**src/hdl/skt_pkg.sv**
```systemverilog
// Package for the sorted key table: request and result types, operation and status codes,
// and the command and status bundles between the controller and the datapath.
// Depends on nothing; the controller, datapath and top level use it (skt_ram does not).
package skt_pkg;

    localparam int unsigned OP_W      = 3;
    localparam int unsigned STATUS_W  = 3;
    localparam int unsigned KEY_W     = 31;
    localparam int unsigned PAYLOAD_W = 64;
    localparam int unsigned ENTRY_W   = KEY_W + PAYLOAD_W;

    // Operation codes carried in the request.
    typedef enum logic [OP_W-1:0] {
        OP_INSERT    = 3'd0,
        OP_DELETE    = 3'd1,
        OP_SEARCH    = 3'd2,
        OP_LIST_ASC  = 3'd3,
        OP_LIST_DESC = 3'd4
    } op_t;

    // Status codes carried in each result.
    typedef enum logic [STATUS_W-1:0] {
        STATUS_OK        = 3'd0,
        STATUS_DUP       = 3'd1,
        STATUS_NOT_FOUND = 3'd2,
        STATUS_EMPTY     = 3'd3,
        STATUS_FULL      = 3'd4
    } status_t;

    typedef struct packed {
        logic [OP_W-1:0]      operation;
        logic [KEY_W-1:0]     key;
        logic [PAYLOAD_W-1:0] payload;
    } in_item_t;

    typedef struct packed {
        logic [STATUS_W-1:0]  status;
        logic [KEY_W-1:0]     out_key;
        logic [PAYLOAD_W-1:0] out_payload;
        logic                 last;
    } out_item_t;

    // Controller states.
    typedef enum logic [3:0] {
        S_IDLE,
        S_DISPATCH,
        S_SCAN_RD,
        S_SCAN_CMP,
        S_DECIDE,
        S_INS_RD,
        S_INS_WR,
        S_DEL_RD,
        S_DEL_WR,
        S_LIST_RD,
        S_LIST_OUT,
        S_RESP
    } state_t;

    // Which address the table read port uses.
    typedef enum logic [1:0] {
        RD_IDX,
        RD_IDX_M1,
        RD_IDX_P1,
        RD_LIST
    } rd_sel_t;

    // Where the key and payload of a result come from.
    typedef enum logic [1:0] {
        OUT_ECHO,
        OUT_FOUND,
        OUT_EMPTY,
        OUT_LIST
    } out_sel_t;

    typedef struct packed {
        logic                load_req;
        logic                idx_clr;
        logic                idx_load_cnt;
        logic                idx_inc;
        logic                idx_dec;
        logic                pos_load;
        logic                pos_hit;
        logic                rd_en;
        rd_sel_t             rd_sel;
        logic                wr_en;
        logic                wr_new;
        logic                cnt_inc;
        logic                cnt_dec;
        logic                emit;
        out_sel_t            out_sel;
        logic [STATUS_W-1:0] out_status;
        logic                out_last;
    } ctrl_cmd_t;

    typedef struct packed {
        logic [OP_W-1:0] op;
        logic            cnt_zero;
        logic            cnt_full;
        logic            idx_at_cnt;
        logic            idx_at_pos;
        logic            idx_last;
        logic            key_lt;
        logic            key_eq;
        logic            hit;
        logic            out_free;
    } ctrl_stat_t;

endpackage

```
**src/hdl/skt_ram.sv**
```systemverilog
// Generic single-clock RAM with one write port and one registered read port.
// Stand-alone; used by the sorted key table datapath for its record store.
module skt_ram #(
    parameter int unsigned WIDTH = 8,
    parameter int unsigned DEPTH = 16
) (
    input  logic                     aclk,
    input  logic                     we,
    input  logic [$clog2(DEPTH)-1:0] waddr,
    input  logic [WIDTH-1:0]         wdata,
    input  logic                     re,
    input  logic [$clog2(DEPTH)-1:0] raddr,
    output logic [WIDTH-1:0]         rdata
);

    logic [WIDTH-1:0] mem [DEPTH];
    logic [WIDTH-1:0] rdata_reg;

    // Write and registered read; the read data holds while re is low.
    always_ff @(posedge aclk) begin
        if (we) begin
            mem[waddr] <= wdata;
        end
        if (re) begin
            rdata_reg <= mem[raddr];
        end
    end

    assign rdata = rdata_reg;

endmodule

```
**src/hdl/skt_ctrl.sv**
```systemverilog
// Controller state machine of the sorted key table.
// Depends on skt_pkg; drives the datapath through the command bundle only.
module skt_ctrl (
    input  logic               aclk,
    input  logic               aresetn,
    input  logic               s_valid,
    output logic               s_ready,
    input  skt_pkg::ctrl_stat_t stat,
    output skt_pkg::ctrl_cmd_t  cmd
);

    skt_pkg::state_t   state_reg, state_next;
    skt_pkg::status_t  resp_status_reg, resp_status_next;
    skt_pkg::out_sel_t resp_sel_reg, resp_sel_next;

    // State and pending response registers.
    always_ff @(posedge aclk) begin
        if (!aresetn) begin
            state_reg       <= skt_pkg::S_IDLE;
            resp_status_reg <= skt_pkg::STATUS_OK;
            resp_sel_reg    <= skt_pkg::OUT_EMPTY;
        end else begin
            state_reg       <= state_next;
            resp_status_reg <= resp_status_next;
            resp_sel_reg    <= resp_sel_next;
        end
    end

    assign s_ready = (state_reg == skt_pkg::S_IDLE);

    // Next state and datapath commands.
    always_comb begin
        state_next       = state_reg;
        resp_status_next = resp_status_reg;
        resp_sel_next    = resp_sel_reg;
        cmd              = '0;
        cmd.rd_sel       = skt_pkg::RD_IDX;
        cmd.out_sel      = skt_pkg::OUT_EMPTY;
        cmd.out_status   = skt_pkg::STATUS_OK;
        case (state_reg)
            skt_pkg::S_IDLE: begin
                if (s_valid) begin
                    cmd.load_req = 1'b1;
                    state_next   = skt_pkg::S_DISPATCH;
                end
            end
            skt_pkg::S_DISPATCH: begin
                cmd.idx_clr = 1'b1;
                case (stat.op)
                    skt_pkg::OP_INSERT: begin
                        state_next = skt_pkg::S_SCAN_RD;
                    end
                    skt_pkg::OP_DELETE, skt_pkg::OP_SEARCH: begin
                        if (stat.cnt_zero) begin
                            resp_status_next = skt_pkg::STATUS_EMPTY;
                            resp_sel_next    = skt_pkg::OUT_EMPTY;
                            state_next       = skt_pkg::S_RESP;
                        end else begin
                            state_next = skt_pkg::S_SCAN_RD;
                        end
                    end
                    skt_pkg::OP_LIST_ASC, skt_pkg::OP_LIST_DESC: begin
                        if (stat.cnt_zero) begin
                            resp_status_next = skt_pkg::STATUS_EMPTY;
                            resp_sel_next    = skt_pkg::OUT_EMPTY;
                            state_next       = skt_pkg::S_RESP;
                        end else begin
                            state_next = skt_pkg::S_LIST_RD;
                        end
                    end
                    default: begin
                        // Unused operation codes are dropped without a result.
                        state_next = skt_pkg::S_IDLE;
                    end
                endcase
            end
            skt_pkg::S_SCAN_RD: begin
                if (stat.idx_at_cnt) begin
                    cmd.pos_load = 1'b1;
                    cmd.pos_hit  = 1'b0;
                    state_next   = skt_pkg::S_DECIDE;
                end else begin
                    cmd.rd_en  = 1'b1;
                    cmd.rd_sel = skt_pkg::RD_IDX;
                    state_next = skt_pkg::S_SCAN_CMP;
                end
            end
            skt_pkg::S_SCAN_CMP: begin
                if (stat.key_lt) begin
                    cmd.idx_inc = 1'b1;
                    state_next  = skt_pkg::S_SCAN_RD;
                end else begin
                    cmd.pos_load = 1'b1;
                    cmd.pos_hit  = stat.key_eq;
                    state_next   = skt_pkg::S_DECIDE;
                end
            end
            skt_pkg::S_DECIDE: begin
                state_next = skt_pkg::S_RESP;
                if (stat.op == skt_pkg::OP_INSERT) begin
                    resp_sel_next = skt_pkg::OUT_ECHO;
                    if (stat.hit) begin
                        resp_status_next = skt_pkg::STATUS_DUP;
                    end else if (stat.cnt_full) begin
                        resp_status_next = skt_pkg::STATUS_FULL;
                    end else begin
                        cmd.idx_load_cnt = 1'b1;
                        state_next       = skt_pkg::S_INS_RD;
                    end
                end else if (stat.hit) begin
                    resp_status_next = skt_pkg::STATUS_OK;
                    resp_sel_next    = skt_pkg::OUT_FOUND;
                end else begin
                    resp_status_next = skt_pkg::STATUS_NOT_FOUND;
                    resp_sel_next    = skt_pkg::OUT_ECHO;
                end
            end
            skt_pkg::S_INS_RD: begin
                if (stat.idx_at_pos) begin
                    // Gap is open: place the new record and report success.
                    cmd.wr_en        = 1'b1;
                    cmd.wr_new       = 1'b1;
                    cmd.cnt_inc      = 1'b1;
                    resp_status_next = skt_pkg::STATUS_OK;
                    resp_sel_next    = skt_pkg::OUT_ECHO;
                    state_next       = skt_pkg::S_RESP;
                end else begin
                    cmd.rd_en  = 1'b1;
                    cmd.rd_sel = skt_pkg::RD_IDX_M1;
                    state_next = skt_pkg::S_INS_WR;
                end
            end
            skt_pkg::S_INS_WR: begin
                cmd.wr_en   = 1'b1;
                cmd.idx_dec = 1'b1;
                state_next  = skt_pkg::S_INS_RD;
            end
            skt_pkg::S_DEL_RD: begin
                if (stat.idx_last) begin
                    cmd.cnt_dec = 1'b1;
                    state_next  = skt_pkg::S_IDLE;
                end else begin
                    cmd.rd_en  = 1'b1;
                    cmd.rd_sel = skt_pkg::RD_IDX_P1;
                    state_next = skt_pkg::S_DEL_WR;
                end
            end
            skt_pkg::S_DEL_WR: begin
                cmd.wr_en   = 1'b1;
                cmd.idx_inc = 1'b1;
                state_next  = skt_pkg::S_DEL_RD;
            end
            skt_pkg::S_LIST_RD: begin
                cmd.rd_en  = 1'b1;
                cmd.rd_sel = skt_pkg::RD_LIST;
                state_next = skt_pkg::S_LIST_OUT;
            end
            skt_pkg::S_LIST_OUT: begin
                if (stat.out_free) begin
                    cmd.emit       = 1'b1;
                    cmd.out_sel    = skt_pkg::OUT_LIST;
                    cmd.out_status = skt_pkg::STATUS_OK;
                    cmd.out_last   = stat.idx_last;
                    if (stat.idx_last) begin
                        state_next = skt_pkg::S_IDLE;
                    end else begin
                        cmd.idx_inc = 1'b1;
                        state_next  = skt_pkg::S_LIST_RD;
                    end
                end
            end
            skt_pkg::S_RESP: begin
                if (stat.out_free) begin
                    cmd.emit       = 1'b1;
                    cmd.out_sel    = resp_sel_reg;
                    cmd.out_status = resp_status_reg;
                    cmd.out_last   = 1'b1;
                    // A successful delete closes the gap after reporting.
                    if (stat.op == skt_pkg::OP_DELETE
                            && resp_status_reg == skt_pkg::STATUS_OK) begin
                        state_next = skt_pkg::S_DEL_RD;
                    end else begin
                        state_next = skt_pkg::S_IDLE;
                    end
                end
            end
            default: begin
                state_next = skt_pkg::S_IDLE;
            end
        endcase
    end

endmodule

```
**src/hdl/skt_datapath.sv**
```systemverilog
// Datapath of the sorted key table: request registers, walk index, entry count,
// record RAM and result register. Depends on skt_pkg and skt_ram.
module skt_datapath #(
    parameter int unsigned CAPACITY = 16
) (
    input  logic                aclk,
    input  logic                aresetn,
    input  skt_pkg::in_item_t   s_data,
    output skt_pkg::out_item_t  m_data,
    output logic                m_valid,
    input  logic                m_ready,
    input  skt_pkg::ctrl_cmd_t  cmd,
    output skt_pkg::ctrl_stat_t stat
);

    localparam int unsigned CW = $clog2(CAPACITY + 1);
    localparam int unsigned AW = $clog2(CAPACITY);

    logic [skt_pkg::OP_W-1:0]      op_reg;
    logic [skt_pkg::KEY_W-1:0]     key_reg;
    logic [skt_pkg::PAYLOAD_W-1:0] payload_reg;
    logic [skt_pkg::PAYLOAD_W-1:0] found_reg;
    logic [CW-1:0]                 cnt_reg;
    logic [CW-1:0]                 idx_reg;
    logic [CW-1:0]                 pos_reg;
    logic                          hit_reg;
    logic                          m_valid_reg;
    skt_pkg::out_item_t            m_data_reg;

    logic [CW-1:0]                 rd_idx;
    logic [skt_pkg::ENTRY_W-1:0]   rdata;
    logic [skt_pkg::ENTRY_W-1:0]   wdata;
    logic [skt_pkg::KEY_W-1:0]     rd_key;
    logic [skt_pkg::PAYLOAD_W-1:0] rd_payload;
    skt_pkg::out_item_t            out_next;

    assign rd_key     = rdata[skt_pkg::ENTRY_W-1:skt_pkg::PAYLOAD_W];
    assign rd_payload = rdata[skt_pkg::PAYLOAD_W-1:0];

    // Read address selection.
    always_comb begin
        case (cmd.rd_sel)
            skt_pkg::RD_IDX_M1: rd_idx = idx_reg - CW'(1);
            skt_pkg::RD_IDX_P1: rd_idx = idx_reg + CW'(1);
            skt_pkg::RD_LIST: begin
                if (op_reg == skt_pkg::OP_LIST_DESC) begin
                    rd_idx = cnt_reg - CW'(1) - idx_reg;
                end else begin
                    rd_idx = idx_reg;
                end
            end
            default: rd_idx = idx_reg;
        endcase
    end

    // Writes either place the new record or move the record just read.
    assign wdata = cmd.wr_new ? {key_reg, payload_reg} : rdata;

    skt_ram #(
        .WIDTH(skt_pkg::ENTRY_W),
        .DEPTH(CAPACITY)
    ) u_ram (
        .aclk (aclk),
        .we   (cmd.wr_en),
        .waddr(idx_reg[AW-1:0]),
        .wdata(wdata),
        .re   (cmd.rd_en),
        .raddr(rd_idx[AW-1:0]),
        .rdata(rdata)
    );

    // Result fields for the next emitted result.
    always_comb begin
        out_next.status = cmd.out_status;
        out_next.last   = cmd.out_last;
        case (cmd.out_sel)
            skt_pkg::OUT_ECHO: begin
                out_next.out_key     = key_reg;
                out_next.out_payload = '0;
            end
            skt_pkg::OUT_FOUND: begin
                out_next.out_key     = key_reg;
                out_next.out_payload = found_reg;
            end
            skt_pkg::OUT_LIST: begin
                out_next.out_key     = rd_key;
                out_next.out_payload = rd_payload;
            end
            default: begin
                out_next.out_key     = '0;
                out_next.out_payload = '0;
            end
        endcase
    end

    // Control registers: entry count and result valid.
    always_ff @(posedge aclk) begin
        if (!aresetn) begin
            cnt_reg     <= '0;
            m_valid_reg <= 1'b0;
        end else begin
            if (cmd.cnt_inc) begin
                cnt_reg <= cnt_reg + CW'(1);
            end else if (cmd.cnt_dec) begin
                cnt_reg <= cnt_reg - CW'(1);
            end
            if (cmd.emit) begin
                m_valid_reg <= 1'b1;
            end else if (m_ready) begin
                m_valid_reg <= 1'b0;
            end
        end
    end

    // Request, walk and result registers.
    always_ff @(posedge aclk) begin
        if (cmd.load_req) begin
            op_reg      <= s_data.operation;
            key_reg     <= s_data.key;
            payload_reg <= s_data.payload;
        end
        if (cmd.idx_clr) begin
            idx_reg <= '0;
        end else if (cmd.idx_load_cnt) begin
            idx_reg <= cnt_reg;
        end else if (cmd.idx_inc) begin
            idx_reg <= idx_reg + CW'(1);
        end else if (cmd.idx_dec) begin
            idx_reg <= idx_reg - CW'(1);
        end
        if (cmd.pos_load) begin
            pos_reg   <= idx_reg;
            hit_reg   <= cmd.pos_hit;
            found_reg <= rd_payload;
        end
        if (cmd.emit) begin
            m_data_reg <= out_next;
        end
    end

    // Status toward the controller.
    always_comb begin
        stat.op         = op_reg;
        stat.cnt_zero   = (cnt_reg == '0);
        stat.cnt_full   = (cnt_reg == CW'(CAPACITY));
        stat.idx_at_cnt = (idx_reg == cnt_reg);
        stat.idx_at_pos = (idx_reg == pos_reg);
        stat.idx_last   = ({1'b0, idx_reg} + (CW + 1)'(1) == {1'b0, cnt_reg});
        stat.key_lt     = (rd_key < key_reg);
        stat.key_eq     = (rd_key == key_reg);
        stat.hit        = hit_reg;
        stat.out_free   = !m_valid_reg || m_ready;
    end

    assign m_valid = m_valid_reg;
    assign m_data  = m_data_reg;

endmodule

```
**src/hdl/sorted_key_table_unit.sv**
```systemverilog
// Top level of the sorted key table: controller plus datapath.
// Depends on skt_pkg, skt_ctrl and skt_datapath (which holds skt_ram).
//
// Usage: a request on s_data (operation, key, payload) is taken when s_valid and
// s_ready are high. Results leave on m_data (status, out_key, out_payload, last)
// under m_valid/m_ready; last marks the final result of a request.
// Records are kept in ascending key order in a RAM of CAPACITY entries.
// One request is worked at a time; s_ready is high only while the controller idles.
// Work per request, with n stored records and p the position of the key:
//   search and delete walk the records up to position p; a delete then moves
//   the n - p - 1 records above p down to close the gap; insert walks to its
//   position, then moves the records above it up by one; a listing reads each record.
// Every step of a walk reads one record through the single RAM read port and uses
// it in the following state (for a listing, once the output register is free).
// A result waits in the output register while m_ready is low; the controller
// stalls only when it has a further result to send. The next request may be
// taken while the last result still waits.
// Reset empties the table at once (count cleared); no clearing pass is needed.
module sorted_key_table_unit #(
    parameter int unsigned CAPACITY = 16
) (
    input  logic               aclk,
    input  logic               aresetn,
    input  logic               s_valid,
    output logic               s_ready,
    input  skt_pkg::in_item_t  s_data,
    output logic               m_valid,
    input  logic               m_ready,
    output skt_pkg::out_item_t m_data
);

    skt_pkg::ctrl_cmd_t  cmd;
    skt_pkg::ctrl_stat_t stat;

    // Sequencing of each request.
    skt_ctrl u_ctrl (
        .aclk   (aclk),
        .aresetn(aresetn),
        .s_valid(s_valid),
        .s_ready(s_ready),
        .stat   (stat),
        .cmd    (cmd)
    );

    // Storage, comparison and result register.
    skt_datapath #(
        .CAPACITY(CAPACITY)
    ) u_datapath (
        .aclk   (aclk),
        .aresetn(aresetn),
        .s_data (s_data),
        .m_data (m_data),
        .m_valid(m_valid),
        .m_ready(m_ready),
        .cmd    (cmd),
        .stat   (stat)
    );

endmodule
```
**config.mk**
```make
export PLATFORM = sky130hd
export DESIGN_NAME = sorted_key_table_unit
export DESIGN_NICKNAME = d
export VERILOG_FILES = /design/src/hdl/skt_pkg.sv /design/src/hdl/skt_ram.sv /design/src/hdl/skt_ctrl.sv /design/src/hdl/skt_datapath.sv /design/src/hdl/sorted_key_table_unit.sv
export SDC_FILE = /design/constraint.sdc
export NUM_CORES = 2
export LEC_CHECK = 0
export BUFFER_PORTS_ARGS = -buffer_cell sky130_fd_sc_hd__buf_2
export CAP_MARGIN = 20
export CORE_ASPECT_RATIO = 0.75
export CORE_UTILIZATION = 64
export CTS_BUF_LIST = sky130_fd_sc_hd__clkbuf_8
export DETAILED_ROUTE_END_ITERATION = 10
export PLACE_DENSITY = 0.81
export SYNTH_ARGS = -nofsm -noshare
export SYNTH_HDL_FRONTEND = slang
export SYNTH_HIERARCHICAL = 1
export SYNTH_SLANG_ARGS = --single-unit
```
**constraint.sdc**
```tcl
create_clock -name aclk -period 11.8 [get_ports aclk]
set_clock_uncertainty 0.05 [all_clocks]
set_input_delay 1.18 -clock aclk [delete_from_list [all_inputs] [get_ports aclk]]
set_output_delay 1.18 -clock aclk [all_outputs]
set_load 0.005 [all_outputs]
```
==> results.txt <==
----------------------------------------------------
[Clock network]
  Clk sink count ... 1,902
  Clock transition at the register clock pins on the worst setup and hold paths after CTS ... 70 ps
  Clock tree buffer depth ... 4
  TritonCTS clock tree ... built
  Later-pin clock latency in the skew report ... roughly 980 ps
  Postcts setup bufs ... 0
  Total of hold buffers inserted after clock tree synthesis ... 0
  Number of resized instances in the post-cts repair step ... 0
  Number of buffers inserted during clock tree synthesis ... 289
  Max H-tree Level ... 5
  Buffer type at the clock tree root ... sky130_fd_sc_hd__clkbuf_8

[Yosys]
  Net count after synthesis ... 3,571
  Number of warning messages in the yosys log ... 6
  Gate count after technology mapping ... roughly 3,400
  Mapped Area ... ~0.073 sq mm
  Area leader, netlist ... sky130_fd_sc_hd__edfxtp_1
  Sequential fraction of the synthesis area ... 77.7%
  Dominant synthesized flop cell ... sky130_fd_sc_hd__edfxtp_1
  FF+latch count, synth ... 1,902
  Asr flop ratio synth ... 0%
  Most frequent cell after synthesis ... sky130_fd_sc_hd__edfxtp_1
  Commonest cells in the netlist ... 1,882 x sky130_fd_sc_hd__edfxtp_1, 380 x sky130_fd_sc_hd__mux4_2, 191 x sky130_fd_sc_hd__a22oi_1
  Number of synthesized flops with an enable pin ... 1,882
  Average instance area after synthesis ... between 20 and 25 sq um
  Number of distinct standard cells referenced by the synthesized netlist ... 78
  Fraction of synthesized cell area taken by the top area cell type ... 77.2%
  Top cells by area in the synthesized netlist ... sky130_fd_sc_hd__edfxtp_1 77%, sky130_fd_sc_hd__mux4_2 12%, sky130_fd_sc_hd__a22oi_1 2.0%, sky130_fd_sc_hd__mux2_1 1.4%, sky130_fd_sc_hd__mux2i_1 0.97%

[Power]
  Final Total Pwr ... between 15,000 and 20,000 uW
  Pwr per Cell Area ... 208 mW/mm^2
  Peak VDD IR ... 0.308 mV
  Leakage ... 0.0260 uW

[STA]
  Setup repair after global routing missed its margin ... no
  Max-slew headroom ... between 20% and 30%
  Number of pins exceeding their max-slew limit in the final report ... 0
  Clock period minus final worst setup slack ... just under 7000 ps
  Final-layout setup total negative slack ... 0 ps
  Setup violations, final ... 0
  Worst slack on hold paths ... 350 ps
  Worst Max-Slew Pin Slew ... 1180 ps
  Final hold violation count ... 0
  Peak Freq ... 0.144 GHz
  Period utilisation layout ... between 50% and 60%

[Run]
  Reported max-cap violation count ... 0

[Floorplan]
  Core Region ... 0.114 sq mm
  IO Count ... 203
  Die Y ... 295 microns
  Std-Cell Rows ... 107
  Starting density of the core ... 64.5%
  Overall die width ... approximately 390 microns
  Die area ... 0.116 sq mm

[Global route]
  Sum of overflow across all layers after global routing ... 0
  Vias in the first global route ... 36,700
  Initial antenna violation count ... 3
  Wire length of the first global-routing pass ... 239,000 microns
  Pin count of the biggest net entering global routing ... 165
  Global-route total usage across every layer ... 29.0%

[Drt]
  Pre-antenna DRT Iters ... 6
  Per-cell via count in the routed design ... roughly 6.6
  Antenna-violating nets left ... 0
  First DRT Iteration DRCs ... 5,047
  Post-route DRC violation count ... 0
  Vias after detailed routing ... 36,300
  Detailed-route wire length ... 165,000 microns
  WL per Instance ... around 30 microns

[Layout]
  Count of filler cells inserted in the layout ... 6,392
  Share of final-layout standard cells stronger than drive strength 1 ... 25.4%
  Area Growth Syn to Fin ... 10.6%
  Number of flip-flops under the largest register name ... 1,520
  Final-stage net count ... roughly 4,000
  Final Non-Filler Cells ... 5,526

[Placed design]
  Weighted congestion reported at the end of routability-driven placement ... 0.833
  HPWL Detailed ... 83,500 microns
  I/O Buffers ... 202
  Total instance count after detailed placement ... between 5,000 and 6,000

[Setup path]
  Required time worst endpoint ... around 13,000 ps
  Biggest fanout along the worst timing path ... 38
  Startpoint type of the worst setup path ... flip-flop
  Critical path data arrival time ... 7690 ps
  Element type at the critical path end ... flip-flop
  Crit Path Class ... flip-flop to flip-flop

[Worst hold path]
  Class of the most critical hold timing path ... primary input to flip-flop

[Outcome]
  Outcome ... finished clean

----------------------------------------------------
==> path summary, 6_finish.rpt <==
| path | cells after the start | to | slack [ps] | start |
|---|---|---|---|---|
| worst max-delay path | 18 | u_datapath/u_ram/rdata[27] | 4840 | u_datapath/idx_reg[1] |
| worst min-delay path | 1 | u_datapath/payload_reg[43] | 350 | s_data[43] |
| worst max register to register | 18 | u_datapath/u_ram/rdata[27] | 4840 | u_datapath/idx_reg[1] |
| worst min register to register | 0 | u_datapath/found_reg[57] | 430 | u_datapath/u_ram/rdata[57] |
==> worst max-delay path, cell delays in order (launching register included) <==
cell and delay (ps):
sky130_fd_sc_hd__dfxtp_1 800, sky130_fd_sc_hd__inv_1 230, sky130_fd_sc_hd__ha_1 490, sky130_fd_sc_hd__xnor2_1 150, sky130_fd_sc_hd__nand2_1 70, sky130_fd_sc_hd__a2111oi_0 660
sky130_fd_sc_hd__nor3_1 110, sky130_fd_sc_hd__o21ai_1 380, sky130_fd_sc_hd__inv_1 250, sky130_fd_sc_hd__o221ai_1 190, sky130_fd_sc_hd__o31ai_1 120, sky130_fd_sc_hd__a21oi_1 160
sky130_fd_sc_hd__a21oi_1 50, sky130_fd_sc_hd__o21ai_1 320, sky130_fd_sc_hd__nor2b_4 1040, sky130_fd_sc_hd__buf_4 650, sky130_fd_sc_hd__buf_4 690, sky130_fd_sc_hd__a22oi_1 210
sky130_fd_sc_hd__nand2_1 130
==> final cells by class <==
| class | count | area, sq um | area share [%] |
|---|---|---|---|
| Sequential cell | 1902 | 56900 | 70.3 |
| Tap cell | 1526 | 1910 | 2.36 |
| Clock buffer | 295 | 4060 | 5.02 |
| Multi-Input combinational cell | 1292 | 15400 | 19.0 |
| Antenna cell | 3 | 7.51 | 0.00927 |
| Clock inverter | 182 | 868 | 1.07 |
| Inverter | 53 | 214 | 0.264 |
| Timing Repair Buffer | 273 | 1630 | 2.01 |
==> metal layers <==
layer	global-route usage (%)	routed length (microns)	up-vias
li1	-	-	15000
met1	41.5	62600	18600
met2	44.3	78200	2444
met3	7.09	19900	325
met4	10.7	4710	0
met5	0	0	-
==> cells by family (layout without fill, tap and decap cells) <==
group                    after synthesis  after routing  share of synthesized area [%]
multiplexers                         545            545                           14.1
other                                  0              3                              0
XOR/XNOR                              22             22                          0.263
buffers and inverters                235            803                           1.56
adder cells (fa/ha/maj)               40             40                          0.694
AND/OR/NAND/NOR                      363            363                           2.55
flip-flops                          1902           1902                           77.7
AO/OA/AOI/OAI                        322            322                           3.09
==> metrics by stage <==
stage          worst slack (ps)  utilization [%]  cell area, sq um
2_1_floorplan              2200                -             73200
3_3_place_gp               5170             66.9             76000
3_5_place_dp               4930             66.9             76000
4_1_cts                    4920             71.3             80900
5_1_grt                    4520             71.3             80900
6_report                   4840             71.3             81000
==> report_power, final <==
part / internal (uW) / switching, uW
Combinational: 1650 / 2130
Clock: 2410 / 2370
Sequential: 8100 / 199
==> cell usage in the layout, fill, tap and decap left out, types with 6 or more instances in the layout <==
master / instances
sky130_fd_sc_hd__a21oi_1: 29
sky130_fd_sc_hd__a22oi_1: 191
sky130_fd_sc_hd__a31oi_1: 6
sky130_fd_sc_hd__and3_1: 7
sky130_fd_sc_hd__buf_2: 202
sky130_fd_sc_hd__buf_4: 65
sky130_fd_sc_hd__clkbuf_8: 295
sky130_fd_sc_hd__clkinv_1: 72
sky130_fd_sc_hd__clkinv_2: 10
sky130_fd_sc_hd__clkinvlp_4: 7
sky130_fd_sc_hd__dfxtp_1: 20
sky130_fd_sc_hd__edfxtp_1: 1882
sky130_fd_sc_hd__ha_1: 39
sky130_fd_sc_hd__inv_1: 134
sky130_fd_sc_hd__mux2_1: 94
sky130_fd_sc_hd__mux2i_1: 71
sky130_fd_sc_hd__mux4_2: 380
sky130_fd_sc_hd__nand2_1: 154
sky130_fd_sc_hd__nand2b_1: 9
sky130_fd_sc_hd__nand3_1: 16
sky130_fd_sc_hd__nor2_1: 23
sky130_fd_sc_hd__nor2_4: 13
sky130_fd_sc_hd__nor2b_1: 70
sky130_fd_sc_hd__nor3_1: 12
sky130_fd_sc_hd__nor3_2: 7
sky130_fd_sc_hd__nor3b_1: 6
sky130_fd_sc_hd__o21ai_0: 10
sky130_fd_sc_hd__o21ai_1: 38
sky130_fd_sc_hd__xnor2_1: 11
sky130_fd_sc_hd__xor2_1: 11
(Power assumes the default switching activity.)
